--- src/sv/bqm_pkg.sv ---
// Shared constants, types and codes of the banked queued memory.
`default_nettype none
package bqm_pkg;

   // Field widths of the item ports
   localparam int OPCODE_W = 2;
   localparam int REQ_ID_W = 2;
   localparam int WADDR_W  = 12;
   localparam int WORD_W   = 64;

   // Block configuration
   localparam int BANKS        = 4;
   localparam int QUEUE_LEN    = 4;
   localparam int ACCESS_DELAY = 4;
   localparam int ADDR_BITS    = 12;

   localparam int MEM_WORDS  = 1 << ADDR_BITS;
   localparam int BANK_W     = (BANKS > 1) ? $clog2(BANKS) : 1;
   localparam int PTR_W      = $clog2(QUEUE_LEN);
   localparam int COUNT_W    = $clog2(QUEUE_LEN + 1);
   localparam int FIFO_DEPTH = BANKS * QUEUE_LEN;
   localparam int FIFO_IDX_W = $clog2(FIFO_DEPTH);

   typedef logic [OPCODE_W-1:0]   opcode_type;
   typedef logic [REQ_ID_W-1:0]   req_id_type;
   typedef logic [WADDR_W-1:0]    waddr_type;
   typedef logic [WORD_W-1:0]     word_type;
   typedef logic [ADDR_BITS-1:0]  addr_type;
   typedef logic [BANK_W-1:0]     bank_type;
   typedef logic [PTR_W-1:0]      ptr_type;
   typedef logic [COUNT_W-1:0]    count_type;
   typedef logic [FIFO_IDX_W-1:0] fifo_idx_type;

   // Opcodes of an input item
   localparam opcode_type OP_READ  = 2'd0;
   localparam opcode_type OP_WRITE = 2'd1;
   localparam opcode_type OP_TICK  = 2'd2;

   // Commands from the controller to the datapath
   typedef struct packed {
      logic clear;      // zero one memory word of the clearing pass
      logic enqueue;    // push the request into its bank queue
      logic enq_write;  // the pushed request is a write
      logic tick;       // arbitrate and pop one queued request
      logic serve;      // access the memory for the popped request
      logic finish;     // advance the delay line and form the tick result
      logic load_rsp;   // capture the result into the output register
   } cmd_type;

   // Status from the datapath to the controller
   typedef struct packed {
      logic clear_last; // last word of the clearing pass is being written
   } stat_type;

   // One result item
   typedef struct packed {
      logic       status;
      logic       ack_valid;
      req_id_type ack_requester;
      word_type   read_word;
   } result_type;

endpackage
`default_nettype wire

--- src/sv/bqm_ctrl.sv ---
// Controller state machine: clearing pass, item acceptance and tick sequencing.
`default_nettype none
module bqm_ctrl (
   input  wire logic               clock,
   input  wire logic               reset,
   input  wire logic               req_valid,
   input  wire bqm_pkg::opcode_type req_opcode,
   input  wire logic               rsp_stall,
   input  wire bqm_pkg::stat_type  dp_stat,
   output logic                    req_stall,
   output logic                    rsp_valid,
   output bqm_pkg::cmd_type        cmd
);

   localparam logic [1:0] ST_CLEAR  = 2'd0;
   localparam logic [1:0] ST_IDLE   = 2'd1;
   localparam logic [1:0] ST_SERVE  = 2'd2;
   localparam logic [1:0] ST_FINISH = 2'd3;

   logic [1:0] state_ff, state_in;
   logic       rsp_valid_ff, rsp_valid_in;
   logic       out_free;
   logic       accept;

   always_comb begin
      state_in     = state_ff;
      rsp_valid_in = rsp_valid_ff;
      cmd          = '0;
      out_free     = !rsp_valid_ff || !rsp_stall;
      req_stall    = !((state_ff == ST_IDLE) && out_free);
      accept       = req_valid && !req_stall;
      if (rsp_valid_ff && !rsp_stall) begin
         rsp_valid_in = 1'b0;
      end
      unique case (state_ff)
         ST_CLEAR: begin
            cmd.clear = 1'b1;
            if (dp_stat.clear_last) begin
               state_in = ST_IDLE;
            end
         end
         ST_IDLE: begin
            if (accept) begin
               if (req_opcode == bqm_pkg::OP_TICK) begin
                  cmd.tick = 1'b1;
                  state_in = ST_SERVE;
               end else begin
                  cmd.enqueue   = (req_opcode == bqm_pkg::OP_READ) ||
                                  (req_opcode == bqm_pkg::OP_WRITE);
                  cmd.enq_write = (req_opcode == bqm_pkg::OP_WRITE);
                  cmd.load_rsp  = 1'b1;
               end
            end
         end
         ST_SERVE: begin
            cmd.serve = 1'b1;
            state_in  = ST_FINISH;
         end
         ST_FINISH: begin
            cmd.finish   = 1'b1;
            cmd.load_rsp = 1'b1;
            state_in     = ST_IDLE;
         end
      endcase
      if (cmd.load_rsp) begin
         rsp_valid_in = 1'b1;
      end
   end

   always_ff @(posedge clock) begin
      if (reset) begin
         state_ff     <= ST_CLEAR;
         rsp_valid_ff <= 1'b0;
      end else begin
         state_ff     <= state_in;
         rsp_valid_ff <= rsp_valid_in;
      end
   end

   assign rsp_valid = rsp_valid_ff;

   // The tick result must land in an empty output register.
   a_finish_free: assert property (@(posedge clock) disable iff (reset)
      state_ff == ST_FINISH |-> !rsp_valid_ff)
      else $error("tick result would overwrite a pending result");

   // No item may be taken while the memory is being cleared.
   a_clear_stall: assert property (@(posedge clock) disable iff (reset)
      state_ff == ST_CLEAR |-> req_stall)
      else $error("item accepted during clearing pass");

   // An accepted tick walks through serve and finish in order.
   a_tick_seq: assert property (@(posedge clock) disable iff (reset)
      accept && req_opcode == bqm_pkg::OP_TICK |=>
         state_ff == ST_SERVE ##1 state_ff == ST_FINISH)
      else $error("tick sequence broken");

endmodule
`default_nettype wire

--- config.mk ---
export PLATFORM = sky130hd
export DESIGN_NAME = bqm_ctrl
export DESIGN_NICKNAME = d
export VERILOG_FILES = /design/src/sv/bqm_pkg.sv /design/src/sv/bqm_ctrl.sv
export SDC_FILE = /design/constraint.sdc
export NUM_CORES = 1
export LEC_CHECK = 0
export BUFFER_PORTS_ARGS = -buffer_cell sky130_fd_sc_hd__buf_2
export CAP_MARGIN = 10
export CORE_AREA = 4 4 41 43
export CTS_CLUSTER_DIAMETER = 30
export DETAILED_ROUTE_END_ITERATION = 7
export DIE_AREA = 0 0 45 47
export SLEW_MARGIN = 5
export SYNTH_ARGS = -nofsm -noshare
export SYNTH_HDL_FRONTEND = slang
export SYNTH_SLANG_ARGS = --single-unit
--- constraint.sdc ---
create_clock -name clock -period 1.9 [get_ports clock]
set_clock_uncertainty 0.05 [all_clocks]
set_input_delay 0.095 -clock clock [delete_from_list [all_inputs] [get_ports clock]]
set_output_delay 0.095 -clock clock [all_outputs]
set_load 0.02 [all_outputs]
==> flow_metrics.py <==
metrics = {
    "timing": {
        "final_max_slew_viol_count": 0,
        "rsz0062_at_grt": "false",
        "layout_worst_path_cycle_share": 0.8325,
        "hold_slack_ps": 135.0,
        "worstMarginPinSlew_ps": 221.0,
        "period_minus_slack_ps": 1582,
        "relSlewSlack": 0.8507,
        "fin_tns_setup_ps": 0,
        "final-hold-violation-count": 0,
        "setup_viol": 0,
        "fmax_ghz": 0.6322,
    },
    "yosys": {
        "netlist_instances": 31,
        "syn_avg_cell_area_um2": 8.072,
        "synth-seq-cells": 3,
        "synth_top_cell_by_area": "dfxtp_1",
        "synth_top_area_frac": 0.2400,
        "yosys_warnings": 0,
        "synth_area_leaders": "dfxtp_1 (24%), ha_1 (20%), nand2b_1 (7.5%)",
        "synth_cell_type_count": 17,
        "synthFlopType": "dfxtp_1",
        "synthTopCellsByCount": "ha_1 (4), inv_1 (4), nor2_1 (4)",
        "async_reset_ff_frac": 0,
        "synth-edff-count": 0,
        "netlist_area_um2": 250.2,
        "ys_seq_area_frac": 0.2400,
        "synth_nets": 42,
    },
    "critical_path": {
        "cp.arrival_ps": 1440,
        "startpoint": "state_ff[1]$_SDFFE_PP0P_",
        "worstSetupEndpoint": "cmd[0]",
        "path_buf_inv": 3,
        "crit_path_max_fanout": 6,
        "cp.depth": 5,
        "crit_path_max_incr_delay_ps": 380,
        "critical_path_required_ps": 1750,
        "crit_path_end_kind": "primary output",
        "criticalPathCategory": "reg -> out",
        "path_common_cell": "inv_1",
        "ff2ff_path_depth": 5,
        "path_cells": "inv_1 -> ha_1 -> a41oi_1 -> inv_1 -> buf_2",
        "crit_slowest_cell": "dfxtp_1",
        "ff2ff_setup_slack_ps": 550,
        "cpLargestDelayFamily": "flip-flops",
        "reg2reg_from": "state_ff[1]$_SDFFE_PP0P_",
        "worstSetupStartpointType": "flop",
        "r2r-end": "state_ff[1]$_SDFFE_PP0P_",
    },
    "die": {
        "rows": 13,
        "num_io_pins": 16,
        "die_area_mm2": 0.002115,
        "die_h_um": 47,
        "core-area_mm2": 0.001301,
        "die_w_um": 45,
        "start_util": 0.1923,
    },
    "clock_tree": {
        "clk_pin_slew_worst_paths_ps": 40,
        "cts-resized-gates": 0,
        "clock_path_buffers": 2,
        "cts_sinks": 3,
        "htreeDepth": 1,
        "clock_latency_ps": 230,
        "cts_buffers": 3,
        "cts_root_buf": "clkbuf_4",
        "cts_setup_buffers": 0,
        "cts_hold_buf": 1,
        "tritoncts": "yes",
    },
    "power": {
        "leakage_nw": 0.2064,
        "vdd_ir_drop_max_mv": 0.3452,
        "p_per_area_mw_per_mm2": 1032,
    },
    "finish": {
        "nNetsFinal": 62,
        "final.fill_count": 149,
        "final-seq-area_um2": 60.06,
        "antenna_cells": 0,
        "area_delta_synth_final_pct": 49.00,
        "drive_above_1_share": 0.4200,
        "multi_input_area_um2": 167.7,
    },
    "detailed_routing": {
        "ant_nets": 0,
        "num_vias": 265,
        "via_per_inst": 4.077,
        "drt_wl_total_um": 548,
        "wl_per_cell_um": 8.431,
        "drc": 0,
        "drtPass1Iterations": 1,
        "drt_iter0_markers": 0,
    },
    "hold_path": {
        "hp-class": "in -> reg",
    },
    "placed_design": {
        "hpwl_um": 459.3,
        "gp_congestion": 0.6340,
        "numPortBuffers": 15,
    },
    "global_route": {
        "grt_pass1_wl_um": 924,
        "grt_max_degree": 7,
        "antenna_found_initial": 0,
        "first_global_vias": 236,
        "track_usage": 0.06472,
        "overflow": 0,
    },
    "run": {
        "cap_viol_max_count": 0,
    },
    "run_status": {
        "status": "finished, final reports clean",
    },
}
## per-layer routing
metal  up-vias  wire [µm]  global-route usage  share of wire
li1        138          -                   -              -
met1       110        233             0.07483           0.43
met2        17        197             0.08475           0.36
met3         0        118             0.07280           0.22
met4         0          0                   0              0
met5         -          0                   0              0
## worst min-delay path by stage
stage | from | end | slack (ps) | cells past startpoint
6_report | dp_stat | state_ff[0]$_SDFFE_PP0P_ | 130 | 4
5_1_grt | dp_stat | state_ff[0]$_SDFFE_PP0P_ | 160 | 4
4_1_cts | dp_stat | state_ff[0]$_SDFFE_PP0P_ | 140 | 4
3_5_place_dp | reset | rsp_valid$_SDFFE_PP0P_ | 250 | 2
3_3_place_gp | reset | rsp_valid$_SDFFE_PP0P_ | 250 | 2
2_1_floorplan | reset | rsp_valid$_SDFFE_PP0P_ | 110 | 1
## power by group
group | switching [mW] | internal (mW)
clock | 0.0326 | 0.0787
sequential | 0.0142 | 0.0783
combinational | 0.110 | 0.0707
total | 0.157 | 0.228
## kinds of logic (layout without fill, tap and decap cells)
logic type | count (synthesis) | after routing | share of synthesized area
AND/OR/NAND/NOR | 15 | 15 | 0.3400
buffers and inverters | 5 | 24 | 0.08999
adder cells (fa/ha/maj) | 4 | 4 | 0.2000
AO/OA/AOI/OAI | 3 | 3 | 0.08999
flip-flops | 3 | 3 | 0.2400
multiplexers | 1 | 1 | 0.04000
## worst reg2reg max path, cell delays in order (launching register included)
cell and delay [ps]:
dfxtp_1 340, inv_1 90, ha_1 280, nand4_2 180, a21oi_2 180, mux2i_1 170
## state kept, by name, indices dropped and copies added, names as in the netlist
signal / count
state_ff: 2
rsp_valid: 1
## cells in the final DEF, fill, tap and decap left out
cell type,instances
nand4_2,1
nand3_1,1
clkbuf_1,1
nor2b_1,1
a41oi_1,1
nand2b_1,3
nor2_1,4
buf_2,15
a21oi_2,1
dfxtp_1,3
a21oi_1,1
and2_1,1
dlygate4sd3_1,1
mux2i_1,1
nor2b_2,1
ha_1,4
nand2_1,2
nor3_1,1
clkbuf_4,3
inv_1,4
## through the flow
stage                 util  instance area (µm²)  power [mW]  std cells  worst slack [ps]
global placement    0.2587                336.6      0.2771         60             541.4
finish              0.2865                372.9      0.3849         65             318.2
detailed placement  0.2587                336.6      0.2760         60             551.7
floorplan                -                250.2      0.2334         31             420.5
global route        0.2865                372.9      0.4266         65             162.5
CTS                 0.2865                372.9      0.3955         65             295.6
## area by class of cell
type                       instances  share of cell area
timing repair buffer              16              0.2282
sequential                         3              0.1611
multi-input combinational         23              0.4497
clock buffer                       4             0.07047
tap                               15             0.05034
inverter                           4             0.04027
(Power assumes the default switching activity.)
